<file path="src/hdl/cfpd_pkg.sv">
package cfpd_pkg;

  // Frame parser phases
  localparam logic [3:0] PhMark1 = 4'd0;
  localparam logic [3:0] PhMark2 = 4'd1;
  localparam logic [3:0] PhVer   = 4'd2;
  localparam logic [3:0] PhType  = 4'd3;
  localparam logic [3:0] PhSeq0  = 4'd4;
  localparam logic [3:0] PhSeq1  = 4'd5;
  localparam logic [3:0] PhCmd0  = 4'd6;
  localparam logic [3:0] PhCmd1  = 4'd7;
  localparam logic [3:0] PhSt0   = 4'd8;
  localparam logic [3:0] PhSt1   = 4'd9;
  localparam logic [3:0] PhLen0  = 4'd10;
  localparam logic [3:0] PhLen1  = 4'd11;
  localparam logic [3:0] PhData  = 4'd12;
  localparam logic [3:0] PhCrc0  = 4'd13;
  localparam logic [3:0] PhCrc1  = 4'd14;

  // Result kinds
  localparam logic [1:0] KindPayload = 2'd0;
  localparam logic [1:0] KindCrcGood = 2'd1;
  localparam logic [1:0] KindCrcBad  = 2'd2;

  // Configuration register indexes
  localparam int unsigned CfgIdxW = 2;
  localparam logic [CfgIdxW-1:0] CfgMarkFirst  = 2'd0;
  localparam logic [CfgIdxW-1:0] CfgMarkSecond = 2'd1;
  localparam logic [CfgIdxW-1:0] CfgMaxPayload = 2'd2;

  localparam logic [7:0]  MarkFirstRst  = 8'hAA;
  localparam logic [7:0]  MarkSecondRst = 8'h55;
  localparam logic [15:0] MaxPayloadRst = 16'd128;

  localparam logic [15:0] CrcInit = 16'hFFFF;
  localparam logic [15:0] CrcPoly = 16'h1021;

  typedef struct packed {
    logic        valid;
    logic [1:0]  kind;
    logic [7:0]  payload_byte;
    logic [15:0] payload_index;
    logic [7:0]  frame_version;
    logic [7:0]  frame_type;
    logic [15:0] sequence_number;
    logic [15:0] command_code;
    logic [15:0] request_status;
    logic [15:0] payload_length;
  } result_t;

  // CRC-16/CCITT-FALSE update by one byte, MSB first
  function automatic logic [15:0] crc16_byte(input logic [15:0] crc, input logic [7:0] b);
    logic [15:0] c;
    c = crc ^ {b, 8'h00};
    for (int k = 0; k < 8; k++) begin
      c = c[15] ? ({c[14:0], 1'b0} ^ CrcPoly) : {c[14:0], 1'b0};
    end
    return c;
  endfunction

endpackage

</file>
<file path="src/hdl/cfpd_parser.sv">
module cfpd_parser (
  input  logic              clk_i,
  input  logic              rst_ni,
  input  logic              step_i,
  input  logic [7:0]        rx_byte_i,
  input  logic [7:0]        mark_first_i,
  input  logic [7:0]        mark_second_i,
  input  logic [15:0]       max_payload_i,
  output cfpd_pkg::result_t res_o
);

  logic [3:0]  phase_q, phase_d;
  logic [7:0]  version_q, version_d;
  logic [7:0]  type_q, type_d;
  logic [15:0] seq_q, seq_d;
  logic [15:0] cmd_q, cmd_d;
  logic [15:0] status_q, status_d;
  logic [15:0] length_q, length_d;
  logic [15:0] pos_q, pos_d;
  logic [7:0]  crc_lo_q, crc_lo_d;
  logic [15:0] crc_q, crc_d;

  logic [15:0] crc_next;
  logic [15:0] pos_inc;
  logic [15:0] len_full;
  logic        do_clear;
  logic        emit;
  logic [1:0]  emit_kind;
  logic [7:0]  emit_byte;
  logic [15:0] emit_index;

  assign crc_next = cfpd_pkg::crc16_byte(crc_q, rx_byte_i);
  assign pos_inc  = pos_q + 16'd1;
  assign len_full = {rx_byte_i, length_q[7:0]};

  // Advance the frame state by one byte
  always_comb begin
    phase_d    = phase_q;
    version_d  = version_q;
    type_d     = type_q;
    seq_d      = seq_q;
    cmd_d      = cmd_q;
    status_d   = status_q;
    length_d   = length_q;
    pos_d      = pos_q;
    crc_lo_d   = crc_lo_q;
    crc_d      = crc_q;
    do_clear   = 1'b0;
    emit       = 1'b0;
    emit_kind  = cfpd_pkg::KindPayload;
    emit_byte  = 8'h00;
    emit_index = 16'h0000;
    case (phase_q)
      cfpd_pkg::PhMark1: begin
        if (rx_byte_i == mark_first_i) phase_d = cfpd_pkg::PhMark2;
      end
      cfpd_pkg::PhMark2: begin
        if (rx_byte_i == mark_second_i) begin
          crc_d   = cfpd_pkg::CrcInit;
          pos_d   = 16'h0000;
          phase_d = cfpd_pkg::PhVer;
        end else if (rx_byte_i != mark_first_i) begin
          phase_d = cfpd_pkg::PhMark1;
        end
      end
      cfpd_pkg::PhVer: begin
        crc_d = crc_next; version_d = rx_byte_i; phase_d = cfpd_pkg::PhType;
      end
      cfpd_pkg::PhType: begin
        crc_d = crc_next; type_d = rx_byte_i; phase_d = cfpd_pkg::PhSeq0;
      end
      cfpd_pkg::PhSeq0: begin
        crc_d = crc_next; seq_d = {8'h00, rx_byte_i}; phase_d = cfpd_pkg::PhSeq1;
      end
      cfpd_pkg::PhSeq1: begin
        crc_d = crc_next; seq_d = {rx_byte_i, seq_q[7:0]}; phase_d = cfpd_pkg::PhCmd0;
      end
      cfpd_pkg::PhCmd0: begin
        crc_d = crc_next; cmd_d = {8'h00, rx_byte_i}; phase_d = cfpd_pkg::PhCmd1;
      end
      cfpd_pkg::PhCmd1: begin
        crc_d = crc_next; cmd_d = {rx_byte_i, cmd_q[7:0]}; phase_d = cfpd_pkg::PhSt0;
      end
      cfpd_pkg::PhSt0: begin
        crc_d = crc_next; status_d = {8'h00, rx_byte_i}; phase_d = cfpd_pkg::PhSt1;
      end
      cfpd_pkg::PhSt1: begin
        crc_d = crc_next; status_d = {rx_byte_i, status_q[7:0]};
        phase_d = cfpd_pkg::PhLen0;
      end
      cfpd_pkg::PhLen0: begin
        crc_d = crc_next; length_d = {8'h00, rx_byte_i}; phase_d = cfpd_pkg::PhLen1;
      end
      cfpd_pkg::PhLen1: begin
        crc_d    = crc_next;
        length_d = len_full;
        // Drop frames whose length exceeds the limit
        if (len_full > max_payload_i) do_clear = 1'b1;
        else if (len_full == 16'h0000) phase_d = cfpd_pkg::PhCrc0;
        else phase_d = cfpd_pkg::PhData;
      end
      cfpd_pkg::PhData: begin
        crc_d      = crc_next;
        pos_d      = pos_inc;
        if (pos_inc >= length_q) phase_d = cfpd_pkg::PhCrc0;
        emit       = 1'b1;
        emit_kind  = cfpd_pkg::KindPayload;
        emit_byte  = rx_byte_i;
        emit_index = pos_q;
      end
      cfpd_pkg::PhCrc0: begin
        crc_lo_d = rx_byte_i;
        phase_d  = cfpd_pkg::PhCrc1;
      end
      cfpd_pkg::PhCrc1: begin
        emit      = 1'b1;
        emit_kind = ({rx_byte_i, crc_lo_q} == crc_q) ? cfpd_pkg::KindCrcGood
                                                     : cfpd_pkg::KindCrcBad;
        do_clear  = 1'b1;
      end
      default: do_clear = 1'b1;
    endcase
    if (do_clear) begin
      phase_d   = cfpd_pkg::PhMark1;
      version_d = 8'h00;
      type_d    = 8'h00;
      seq_d     = 16'h0000;
      cmd_d     = 16'h0000;
      status_d  = 16'h0000;
      length_d  = 16'h0000;
      pos_d     = 16'h0000;
      crc_lo_d  = 8'h00;
      crc_d     = cfpd_pkg::CrcInit;
    end
  end

  // Result carries the header as held before any clear
  always_comb begin
    res_o.valid           = step_i & emit;
    res_o.kind            = emit_kind;
    res_o.payload_byte    = emit_byte;
    res_o.payload_index   = emit_index;
    res_o.frame_version   = version_q;
    res_o.frame_type      = type_q;
    res_o.sequence_number = seq_q;
    res_o.command_code    = cmd_q;
    res_o.request_status  = status_q;
    res_o.payload_length  = length_q;
  end

  // Hold the frame state
  always_ff @(posedge clk_i or negedge rst_ni) begin
    if (!rst_ni) begin
      phase_q  <= cfpd_pkg::PhMark1;
      version_q <= 8'h00;
      type_q   <= 8'h00;
      seq_q    <= 16'h0000;
      cmd_q    <= 16'h0000;
      status_q <= 16'h0000;
      length_q <= 16'h0000;
      pos_q    <= 16'h0000;
      crc_lo_q <= 8'h00;
      crc_q    <= cfpd_pkg::CrcInit;
    end else if (step_i) begin
      phase_q  <= phase_d;
      version_q <= version_d;
      type_q   <= type_d;
      seq_q    <= seq_d;
      cmd_q    <= cmd_d;
      status_q <= status_d;
      length_q <= length_d;
      pos_q    <= pos_d;
      crc_lo_q <= crc_lo_d;
      crc_q    <= crc_d;
    end
  end

endmodule

</file>
<file path="src/hdl/crc_framed_packet_deframer.sv">
// Channel | Direction | Signals
// rx      | in        | rx_valid_i, rx_ready_o, rx_byte_i
// out     | out       | out_valid_o, out_ready_i, kind_o, payload_*_o, header fields
// cfg     | in        | cfg_valid_i, cfg_ready_o, cfg_index_i, cfg_data_i
//
// One byte per cycle sustained while the out channel is not stalled: a byte is held in
// the input register, then the parser step (byte-wide CRC update plus phase logic) loads
// the result register.
// Reset returns the phase, header hold registers, CRC and the mark/limit registers
// to their defaults.
// A stalled out beat still lets one more byte into the input register; after that
// rx_ready_o drops until the result is taken. Config writes are always ready.
module crc_framed_packet_deframer (
  input  logic                         clk_i,
  input  logic                         rst_ni,
  input  logic                         rx_valid_i,
  output logic                         rx_ready_o,
  input  logic [7:0]                   rx_byte_i,
  output logic                         out_valid_o,
  input  logic                         out_ready_i,
  output logic [1:0]                   kind_o,
  output logic [7:0]                   payload_byte_o,
  output logic [15:0]                  payload_index_o,
  output logic [7:0]                   frame_version_o,
  output logic [7:0]                   frame_type_o,
  output logic [15:0]                  sequence_number_o,
  output logic [15:0]                  command_code_o,
  output logic [15:0]                  request_status_o,
  output logic [15:0]                  payload_length_o,
  input  logic                         cfg_valid_i,
  output logic                         cfg_ready_o,
  input  logic [cfpd_pkg::CfgIdxW-1:0] cfg_index_i,
  input  logic [15:0]                  cfg_data_i
);

  logic [7:0]        mark_first_q;
  logic [7:0]        mark_second_q;
  logic [15:0]       max_payload_q;
  logic              in_valid_q;
  logic [7:0]        in_byte_q;
  logic              consume;
  cfpd_pkg::result_t res;
  cfpd_pkg::result_t out_q;
  logic              out_valid_q, out_valid_d;

  assign cfg_ready_o = 1'b1;

  // Configuration registers
  always_ff @(posedge clk_i or negedge rst_ni) begin
    if (!rst_ni) begin
      mark_first_q  <= cfpd_pkg::MarkFirstRst;
      mark_second_q <= cfpd_pkg::MarkSecondRst;
      max_payload_q <= cfpd_pkg::MaxPayloadRst;
    end else if (cfg_valid_i) begin
      case (cfg_index_i)
        cfpd_pkg::CfgMarkFirst:  mark_first_q  <= cfg_data_i[7:0];
        cfpd_pkg::CfgMarkSecond: mark_second_q <= cfg_data_i[7:0];
        cfpd_pkg::CfgMaxPayload: max_payload_q <= cfg_data_i;
        default: ;
      endcase
    end
  end

  // Step the parser when the result slot is free or draining
  assign consume    = in_valid_q & (~out_valid_q | out_ready_i);
  assign rx_ready_o = ~in_valid_q | consume;

  // Input register
  always_ff @(posedge clk_i or negedge rst_ni) begin
    if (!rst_ni) begin
      in_valid_q <= 1'b0;
    end else if (rx_ready_o) begin
      in_valid_q <= rx_valid_i;
    end
  end

  always_ff @(posedge clk_i) begin
    if (rx_valid_i && rx_ready_o) in_byte_q <= rx_byte_i;
  end

  cfpd_parser u_parser (
    .clk_i         (clk_i),
    .rst_ni        (rst_ni),
    .step_i        (consume),
    .rx_byte_i     (in_byte_q),
    .mark_first_i  (mark_first_q),
    .mark_second_i (mark_second_q),
    .max_payload_i (max_payload_q),
    .res_o         (res)
  );

  // Result register
  always_comb begin
    if (res.valid) out_valid_d = 1'b1;
    else if (out_ready_i) out_valid_d = 1'b0;
    else out_valid_d = out_valid_q;
  end

  always_ff @(posedge clk_i or negedge rst_ni) begin
    if (!rst_ni) begin
      out_valid_q <= 1'b0;
    end else begin
      out_valid_q <= out_valid_d;
    end
  end

  always_ff @(posedge clk_i) begin
    if (res.valid) out_q <= res;
  end

  assign out_valid_o       = out_valid_q;
  assign kind_o            = out_q.kind;
  assign payload_byte_o    = out_q.payload_byte;
  assign payload_index_o   = out_q.payload_index;
  assign frame_version_o   = out_q.frame_version;
  assign frame_type_o      = out_q.frame_type;
  assign sequence_number_o = out_q.sequence_number;
  assign command_code_o    = out_q.command_code;
  assign request_status_o  = out_q.request_status;
  assign payload_length_o  = out_q.payload_length;

  // A parser result never lands on a waiting, untaken beat
  a_no_overwrite: assert property (@(posedge clk_i) disable iff (!rst_ni)
    res.valid |-> (!out_valid_q || out_ready_i))
    else $error("result overwrote a pending beat");

  // A held byte that is not stepped stays in the input register
  a_in_hold: assert property (@(posedge clk_i) disable iff (!rst_ni)
    (in_valid_q && !consume) |=> (in_valid_q && $stable(in_byte_q)))
    else $error("input byte lost");

  // Frame-end beats carry zero payload byte and index
  a_end_zero: assert property (@(posedge clk_i) disable iff (!rst_ni)
    (out_valid_o && kind_o != cfpd_pkg::KindPayload) |->
      (payload_byte_o == 8'h00 && payload_index_o == 16'h0000))
    else $error("frame-end beat with payload data");

  // Payload index stays inside the declared length
  a_index_range: assert property (@(posedge clk_i) disable iff (!rst_ni)
    (out_valid_o && kind_o == cfpd_pkg::KindPayload) |-> (payload_index_o < payload_length_o))
    else $error("payload index beyond length");

endmodule
</file>
<file path="config.mk">
export PLATFORM = sky130hd
export DESIGN_NAME = crc_framed_packet_deframer
export DESIGN_NICKNAME = d
export VERILOG_FILES = /design/src/hdl/cfpd_pkg.sv /design/src/hdl/cfpd_parser.sv /design/src/hdl/crc_framed_packet_deframer.sv
export SDC_FILE = /design/constraint.sdc
export NUM_CORES = 1
export LEC_CHECK = 0
export BUFFER_PORTS_ARGS = -buffer_cell sky130_fd_sc_hd__buf_2
export CORE_MARGIN = 8
export CORE_UTILIZATION = 30
export DETAILED_ROUTE_END_ITERATION = 10
export PLACE_DENSITY = 0.45
export SLEW_MARGIN = 25
export SYNTH_ARGS = -nofsm -noshare
export SYNTH_HDL_FRONTEND = slang
export SYNTH_SLANG_ARGS = --single-unit
</file>
<file path="constraint.sdc">
create_clock -name clk_i -period 8.3 [get_ports clk_i]
set_clock_uncertainty 0.15 [all_clocks]
set_input_delay 0.415 -clock clk_i [delete_from_list [all_inputs] [get_ports clk_i]]
set_output_delay 0.415 -clock clk_i [all_outputs]
set_load 0.05 [all_outputs]
</file>
==> results of run 1 <==
## per-layer routing
| layer | vias to the layer above | GRT usage (%) | routed length, µm |
|---|---|---|---|
| met3 | 39 | 2.363 | 1483 |
| met5 | - | 0 | 0 |
| li1 | 3466 | - | - |
| met1 | 3638 | 17.61 | 13600 |
| met2 | 144 | 21.90 | 14470 |
| met4 | 0 | 2.623 | 465 |
## area by class of cell
| cell class | instances | area (µm²) | area share [%] |
|---|---|---|---|
| clock buffer | 34 | 754.5 | 5.290 |
| timing repair buffer | 176 | 1047 | 7.343 |
| sequential | 272 | 7408 | 51.95 |
| clock inverter | 20 | 280.3 | 1.965 |
| tap | 518 | 648.1 | 4.545 |
| multi-input combinational | 493 | 3879 | 27.20 |
| inverter | 65 | 244.0 | 1.711 |
## cell usage after synthesis (5+ instances only)
cell,count
and3_1,5
dfrtp_1,133
nand4_1,11
edfxtp_1,114
o21ai_0,16
nor2_1,27
ha_1,33
nand2b_1,10
dfstp_2,25
and2_1,24
mux2i_1,20
xor2_1,23
nor3_1,7
a2bb2oi_1,16
clkbuf_1,32
nor4_1,11
a22o_1,48
a31oi_1,9
a21oi_1,18
xnor2_1,39
inv_1,65
nand3_1,14
nand2_1,50
mux2_2,56
## power groups by stage
stage               registers [mW]  logic (mW)  clock network [mW]
floorplan                     2.01       0.825                   0
global placement              2.09        1.05                   0
detailed placement            2.09        1.06                   0
CTS                           2.06        1.08                1.44
global route                  2.10        1.19                1.49
finish                        2.06        1.06                1.40
## worst paths after layout
| check | end | slack (ps) |
|---|---|---|
| max | u_parser.phase_q[1]$_DFFE_PN0P_ | 4460 |
| max reg2reg | u_parser.phase_q[1]$_DFFE_PN0P_ | 4460 |
| min | in_valid_q$_DFFE_PN0N_ | 70 |
| min in group asynchronous | u_parser.version_q[6]$_DFFE_PN0P_ | 210 |
| max in group asynchronous | u_parser.type_q[0]$_DFFE_PN0P_ | 5920 |
| min reg2reg | request_status_o[6]$_DFFE_PP_ | 290 |
## per-stage QoR
step / hold slack [ps] / instances
global placement: 249.0 / 1498
floorplan: -30.59 / 871
global route: 106.6 / 1578
CTS: 53.10 / 1578
detailed placement: 248.1 / 1498
finish: 73.99 / 1578
## registers in the layout, indices dropped and copies added, names as in the netlist, 16 cells and up
name,cells
command_code_o,16
max_payload_q,16
payload_index_o,16
payload_length_o,16
request_status_o,16
sequence_number_o,16
u_parser.cmd_q,16
u_parser.crc_q,16
u_parser.length_q,16
u_parser.pos_q,16
u_parser.seq_q,16
u_parser.status_q,16
## worst max-delay path: cells and delay by family, from the launching register on
family / cells / cell delay (ps)
AOI/OAI and AO/OA: 5 / 1210
and+or+nand+nor: 6 / 1180
adders and majority gates: 2 / 590
DFF: 1 / 450
xor gates and xnor gates: 1 / 180
buffers and inverters: 1 / 40
## cell families after synthesis
group,count (synthesis),synth area share (%)
buf+inv,106,3.486
mux,76,7.123
xor+xnor,62,4.656
fa+ha+maj,33,3.540
simple gates,177,7.938
compound gates,144,9.709
flops,272,63.52
other cells,1,0.03215
## timing repair
action | in CTS | in global routing
hold buffers | 26 | 0
gates resized for setup | 0 | 0
endpoints found under the hold margin | 83 | 0
## placed cells by master (no fill, tap or decap), types with 29 or more instances in the layout
master	synthesis	layout
inv_1	65	65
a22o_1	48	48
mux2_2	56	56
dfrtp_1	133	133
buf_2	4	137
ha_1	33	33
clkbuf_16	0	29
nand2_1	50	50
xnor2_1	39	39
edfxtp_1	114	114
==> impl_metrics.csv, run 1 <==
group,metric,value,unit
timing,final_hold_viol_count,0,
global_route,grt_pass1_wl,46360,µm
detailed_routing,dr.pass1.iters,4,
cts,htreeDepth,1,
cts,cts_tree,"done",
synth,synth_top_area_share,29.35,%
global_route,grt_max_degree,56,
power,clkPwrFrac,30.9,%
floorplan,start_util,30.25,%
synth,ys_top_cells_by_area,"edfxtp_1 (29%), dfrtp_1 (29%), dfstp_2 (5.6%)",
detailed_routing,wl_per_cell,19.02,µm
cts,post_cts_buffers,0,
critical_path,arrival,4180,ps
detailed_routing,routed_wl,30020,µm
cells_and_area,nets,1101,
synth,synth_area_per_cell,13.39,µm²
cts,clkSinkCount,272,
cells_and_area,final_area,14260,µm²
placed_design,placed_cell_area,12960,µm²
outcome,status,"complete, no violations",
synth,yosysTopAreaCell,"edfxtp_1",
synth,yosysWarningCount,0,
timing,rsz0062_at_grt,"false",
cells_and_area,drive_gt1_share,27.83,%
synth,async_flop_share,58.09,%
synth,synth_area,11660,µm²
cts,clk_pin_slew,70,ps
global_route,grtUsageTotal,13.08,%
synth,synth-edff-count,114,
worst_hold_path,hold_path_class,"in -> reg",
critical_path,path_cells,"ha_1 -> nand4_1 -> nor2_1 -> and3_1 -> nand3_1 -> nor2_1 -> xnor2_1 -> ha_1 -> nand4_1 -> inv_1 -> a2111oi_0 -> o21ai_0 -> o211a_1 -> a21boi_0 -> o21ai_0",
global_route,antenna_found_initial,0,
power,power,4.522,mW
critical_path,reg2regPathDepth,15,
global_route,first_global_vias,7626,
power,seqPwrFrac,45.5,%
cells_and_area,nFillCells,3843,
worst_hold_path,hold_depth,3,
cells_and_area,postLayoutCoreUtil,36.99,%
placed_design,port-buffer-count,138,
power,power_switching,1.400,mW
critical_path,worst_setup_path_startpoint,"u_parser.pos_q[0]$_DFFE_PN0P_",
detailed_routing,drt_iter0_markers,332,
placed_design,place.gp.congestion,0.7686,
timing,drv_slew,0,
timing,relSlewSlack,36.12,%
critical_path,path_class,"reg -> reg",
worst_hold_path,min_from,"out_ready_i",
floorplan,die_w,213.2,µm
floorplan,num_io_pins,140,
critical_path,slowest_delay,450,ps
cts,cts-buffers-inserted,29,
floorplan,row_count,72,
timing,setup_viol,0,
critical_path,critPathRequiredTime,8640,ps
floorplan,die_h,213.2,µm
timing,min_period,3844,ps
synth,synth_ff_type,"dfrtp_1",
cells_and_area,area_growth,22.27,%
power,intPower,3.121,mW
detailed_routing,vias,7287,
timing,max_freq,0.2602,GHz
synth,synth.distinct_cells,63,
timing,period_share,46.31,%
power,ir_drop,0.1811,mV
floorplan,fp.coreArea,38560,µm²
cts,insertion_delay,570,ps
power,power_density,317.1,nW/µm²
power,combPwrFrac,23.5,%
detailed_routing,drtAntennaViolNets,0,
timing,postLayoutSetupSlackWorst,4456,ps
critical_path,worstSetupEndpointType,"register",
synth,synth-seq-cells,272,
placed_design,post-place-ws,4392,ps
critical_path,cp-start-kind,"register",
floorplan,die-area,45440,µm²
placed_design,dp_hpwl,20440,µm
synth,synth_seq_area_share,63.52,%
critical_path,crit_path_max_fanout,7,
cts,clockBufferDepth,3,
cells_and_area,diodes,0,
global_route,overflow,0,
synth,synth_nets,935,
power,power_leakage,6.038,nW
detailed_routing,drc,0,
cts,cts_root_buf,"clkbuf_16",
detailed_routing,via_per_inst,4.618,
flow_run,cap_viol_max_count,0,
timing,tns,0,ps
critical_path,cpMaxStageDelayCell,"dfrtp_1",
power,p_sw_share,30.97,%
critical_path,r2r_start,"u_parser.pos_q[0]$_DFFE_PN0P_",
synth,synthCells,871,
timing,tightest_slew,951.8,ps
Note: power is estimated with default switching activity, not from simulation.
==> inputs of run 2 (changes only) <==
Clock period 8.3 ns to 3.65 ns, I/O delays scaled along.
==> impl_metrics.csv, run 2 (synthesis results as in run 1) <==
group,metric,value,unit
outcome,status,"complete, no violations",
cts,clockBufferDepth,3,
cts,insertion_delay,570,ps
detailed_routing,dr.pass1.iters,4,
floorplan,fp.coreArea,38560,µm²
floorplan,start_util,30.25,%
cells_and_area,area_growth,23.53,%
cells_and_area,regArea,7410,µm²
critical_path,critPathRequiredTime,3980,ps
global_route,overflow,0,
critical_path,cp-start-kind,"register",
cells_and_area,multiInputGateArea,3881,µm²
critical_path,critPathTopFamily,"simple AND/OR/NAND/NOR gates",
floorplan,die-area,45440,µm²
detailed_routing,drt_iter0_markers,387,
timing,final_hold_viol_count,0,
detailed_routing,via_per_inst,4.588,
floorplan,die_w,213.2,µm
global_route,antenna_found_initial,0,
global_route,grt_max_degree,78,
placed_design,port-buffer-count,138,
cells_and_area,drive_gt1_share,29.05,%
cells_and_area,fin_cells,1599,
cells_and_area,final_cell_mix,"buf_2 (137), dfrtp_1 (132), edfxtp_1 (114)",
global_route,grt_pass1_wl,45800,µm
timing,hold_ws,26.19,ps
timing,tightest_slew,965.5,ps
placed_design,dp.cells,1517,
timing,period_share,90.51,%
power,power_leakage,6.068,nW
critical_path,worstSetupEndpointType,"register",
floorplan,num_io_pins,140,
timing,max_freq,0.3027,GHz
cts,post_cts_buffers,0,
critical_path,arrival,3630,ps
global_route,grtUsageTotal,12.95,%
cts,cts_tree,"done",
timing,min_period,3304,ps
detailed_routing,drtAntennaViolNets,0,
cells_and_area,nets,1122,
timing,postLayoutSetupSlackWorst,346.5,ps
cts,cts_root_buf,"clkbuf_16",
timing,drv_slew,0,
critical_path,crit_path_max_fanout,7,
detailed_routing,wl_per_cell,18.59,µm
placed_design,post-place-ws,78.09,ps
critical_path,cp_common_cell,"nand4_1",
timing,setup_viol,0,
placed_design,place.gp.congestion,0.7794,
cts,clk_pin_slew,70,ps
worst_hold_path,hold_path_class,"in -> reg",
detailed_routing,vias,7336,
flow_run,cap_viol_max_count,0,
power,power,10.26,mW
detailed_routing,drc,0,
power,power_density,711.8,nW/µm²
critical_path,path_cells,"ha_2 -> nand4_1 -> nor2_2 -> and3_2 -> nand3_1 -> nor2_1 -> xnor2_1 -> ha_1 -> nand4_1 -> inv_1 -> a2111oi_1 -> o21ai_1 -> o211a_1 -> a21boi_1 -> o21ai_0",
power,ir_drop,0.3071,mV
cells_and_area,diodes,0,
critical_path,crit_buf_inv,1,
critical_path,cpMaxStageDelayCell,"dfrtp_2",
timing,relSlewSlack,35.33,%
floorplan,die_h,213.2,µm
critical_path,slowest_delay,410,ps
detailed_routing,routed_wl,29730,µm
cts,htreeDepth,1,
cts,clkSinkCount,272,
cells_and_area,layout_commonest_cell,"buf_2",
cts,cts-buffers-inserted,29,
cells_and_area,nFillCells,3805,
placed_design,dp_hpwl,20320,µm
global_route,first_global_vias,7699,
critical_path,path_class,"reg -> reg",
floorplan,row_count,72,
-- run 2: layout make-up --
cell class	instances	share of cell area, %
Sequential cell	272	51.43
Multi-Input combinational cell	493	26.94
Timing Repair Buffer	197	8.571
Clock buffer	35	5.193
Tap cell	518	4.498
Inverter	65	1.693
Clock inverter	19	1.676
-- run 2: where the power goes --
group	leakage (nW)	total, mW	switching, mW	internal (mW)
sequential	3.03	4.54	0.457	4.08
clock	0.486	3.08	1.25	1.83
combinational	2.55	2.64	1.47	1.17
-- run 2: stage by stage --
stage / area [µm²] / TNS [ps] / utilization [%]
2_1_floorplan: 11670 / 0 / -
3_3_place_gp: 13120 / 0 / 34.03
3_5_place_dp: 13120 / 0 / 34.03
4_1_cts: 14390 / 0 / 37.33
5_1_grt: 14410 / -13.75 / 37.37
6_report: 14410 / 0 / 37.37
-- run 2: per-layer routing --
layer,track usage [%],routed length (µm),vias up
met5,0,0,-
met4,3.167,465,0
met3,2.055,1226,36
met2,21.98,14630,126
met1,17.15,13410,3670
li1,-,-,3504
-- run 2: tightest hold or removal path: cells and delay by family --
kind,cells,cell delay [ps]
buffers and inverters,2,250
AND/OR/NAND/NOR,1,50
multiplexers,1,220
-- run 2: timing repair --
| item | in CTS | in global routing |
|---|---|---|
| endpoints found under the hold margin | 117 | 0 |
| gates resized for setup | 0 | 7 |
| endpoints found under the setup margin | 0 | 2 |
| hold buffers | 28 | 0 |
-- run 2: final timing paths --
path | endpoint | slack [ps] | cells after the start | from
setup / recovery | u_parser.phase_q[1]$_DFFE_PN0P_ | 350 | 15 | u_parser.pos_q[0]$_DFFE_PN0P_
hold / removal | mark_first_q[4]$_DFFE_PN0P_ | 30 | 4 | cfg_index_i[1]
max in group asynchronous | mark_second_q[6]$_DFFE_PN1P_ | 2360 | 3 | rst_ni
setup reg to reg | u_parser.phase_q[1]$_DFFE_PN0P_ | 350 | 15 | u_parser.pos_q[0]$_DFFE_PN0P_
hold reg to reg | frame_type_o[2]$_DFFE_PP_ | 290 | 0 | u_parser.type_q[2]$_DFFE_PN0P_
min in group asynchronous | u_parser.crc_lo_q[7]$_DFFE_PN0P_ | 80 | 2 | rst_ni
==> inputs of run 3 (changes only) <==
Settings changed: CORE_ASPECT_RATIO set to 0.5, TNS_END_PERCENT set to 100.
Clock period 3.65 ns to 4.15 ns, I/O delays scaled along.
==> impl_metrics.csv, run 3 (synthesis results as in run 1) <==
group,metric,value,unit
critical_path,r2r_slack,480,ps
cells_and_area,nFillCells,3743,
floorplan,die-area,45830,µm²
critical_path,reg2regPathDepth,15,
critical_path,arrival,3940,ps
cts,clockBufferDepth,3,
global_route,grtUsageMet1,17.26,%
cts,htreeDepth,1,
cts,cts_root_buf,"clkbuf_16",
critical_path,cp-start-kind,"register",
worst_hold_path,hold_path_class,"in -> reg",
global_route,grt_pass1_wl,45790,µm
global_route,use_met3,2.034,%
placed_design,dp_hpwl,20230,µm
timing,tns,0,ps
cts,clk_pin_slew,70,ps
cells_and_area,fin_cells,1594,
global_route,first_global_vias,7561,
cts,insertion_delay,540,ps
cells_and_area,final_cell_mix,"buf_2 (137), dfrtp_1 (133), edfxtp_1 (114)",
cells_and_area,nets,1107,
cts,cts-buffers-inserted,27,
timing,relSlewSlack,37.45,%
floorplan,start_util,30.21,%
outcome,status,"complete, no violations",
critical_path,crit_path_max_fanout,7,
critical_path,worstSetupEndpointType,"register",
cts,clkSinkCount,272,
critical_path,cp-endpoint,"u_parser.phase_q[1]$_DFFE_PN0P_",
critical_path,r2r_start,"u_parser.pos_q[0]$_DFFE_PN0P_",
flow_run,cap_viol_max_count,0,
power,power_leakage,5.934,nW
floorplan,row_count,51,
detailed_routing,routed_wl,29430,µm
global_route,antenna_found_initial,0,
floorplan,die_w,294.9,µm
detailed_routing,vias,7380,
critical_path,critPathRequiredTime,4420,ps
cells_and_area,layout_commonest_cell,"buf_2",
cells_and_area,postLayoutCoreUtil,36.64,%
cells_and_area,final_area,14150,µm²
timing,period_share,88.43,%
detailed_routing,drt_iter0_markers,390,
power,power_density,612.1,nW/µm²
placed_design,place.gp.congestion,0.7791,
floorplan,num_io_pins,140,
cells_and_area,area_growth,21.28,%
timing,max_freq,0.2725,GHz
timing,final_hold_viol_count,0,
placed_design,port-buffer-count,138,
timing,setup_viol,0,
global_route,overflow,0,
timing,drv_slew,0,
detailed_routing,dr.pass1.iters,4,
cells_and_area,drive_gt1_share,27.38,%
global_route,use_met2,20.78,%
timing,min_period,3670,ps
timing,tightest_slew,938.2,ps
global_route,grt_busiest_layer,"met2",
cts,cts_tree,"done",
power,ir_drop,0.4157,mV
placed_design,placed_cell_area,13030,µm²
detailed_routing,via_per_inst,4.630,
detailed_routing,drc,0,
timing,rsz0062_at_grt,"false",
global_route,grtUsageTotal,12.70,%
floorplan,die_h,155.4,µm
detailed_routing,wl_per_cell,18.46,µm
cts,post_cts_resized,0,
detailed_routing,drtAntennaViolNets,0,
critical_path,path_class,"reg -> reg",
critical_path,rr_endpoint,"u_parser.phase_q[1]$_DFFE_PN0P_",
critical_path,worst_setup_path_startpoint,"u_parser.pos_q[0]$_DFFE_PN0P_",
floorplan,fp.coreArea,38610,µm²
global_route,grt_max_degree,88,
placed_design,dp.cells,1516,
-- run 3: metrics by stage --
step                      power [mW]  hold slack (ps)  setup slack (ps)
after floorplan                5.693           -238.1             965.3
after global placement         6.295            193.3             709.8
after detailed placement       6.359            195.8             458.9
after CTS                      8.787            62.50             467.8
after global routing           9.188            86.85             36.38
final                          8.658            96.54             480.3
-- run 3: area by class of cell --
class | count | area [µm²] | share of cell area (%)
inverter | 65 | 244.0 | 1.725
multi-input combinational | 493 | 3872 | 27.37
clock buffer | 32 | 704.4 | 4.980
tap | 530 | 663.1 | 4.688
antenna | 1 | 2.502 | 0.01769
clock inverter | 17 | 126.4 | 0.8933
sequential | 272 | 7408 | 52.37
timing repair buffer | 184 | 1125 | 7.952
-- run 3: how the worst min path moves through the flow --
stage                    from                              to  depth (start not counted)
2_1_floorplan          rst_ni          in_valid_q$_DFFE_PN0N_                          0
3_3_place_gp           rst_ni  u_parser.type_q[3]$_DFFE_PN0P_                          1
3_5_place_dp           rst_ni  u_parser.type_q[3]$_DFFE_PN0P_                          1
4_1_cts        cfg_index_i[1]     mark_first_q[6]$_DFFE_PN0P_                          4
5_1_grt        cfg_index_i[1]     mark_first_q[3]$_DFFE_PN1P_                          4
6_report       cfg_index_i[1]     mark_first_q[2]$_DFFE_PN0P_                          4
-- run 3: worst max-delay path, stage by stage, from the launching register on --
cell       delay [ps]
dfrtp_1           450
ha_1              280
nand4_1           170
nor2_1            220
and3_1            290
nand3_1           160
nor2_1            160
xnor2_1           150
ha_1              270
nand4_1           100
inv_1              40
a2111oi_0         440
o21ai_0           200
o211a_1           180
a22oi_1           170
o21ai_0           110
-- run 3: timing repair --
item,CTS,global route
hold buffers,28,0
setup buffers,0,0
hold endpoints to repair,103,0
-- run 3: layer usage --
metal	share of wire, %	wire length [µm]
met5	0	0
met1	46	13610
met4	2.5	724
met3	3.1	907
met2	48	14180
-- run 3: report_power, final --
group          internal (mW)  switching, mW
registers               3.59          0.520
clock network           1.33           1.03
logic                  0.993           1.20
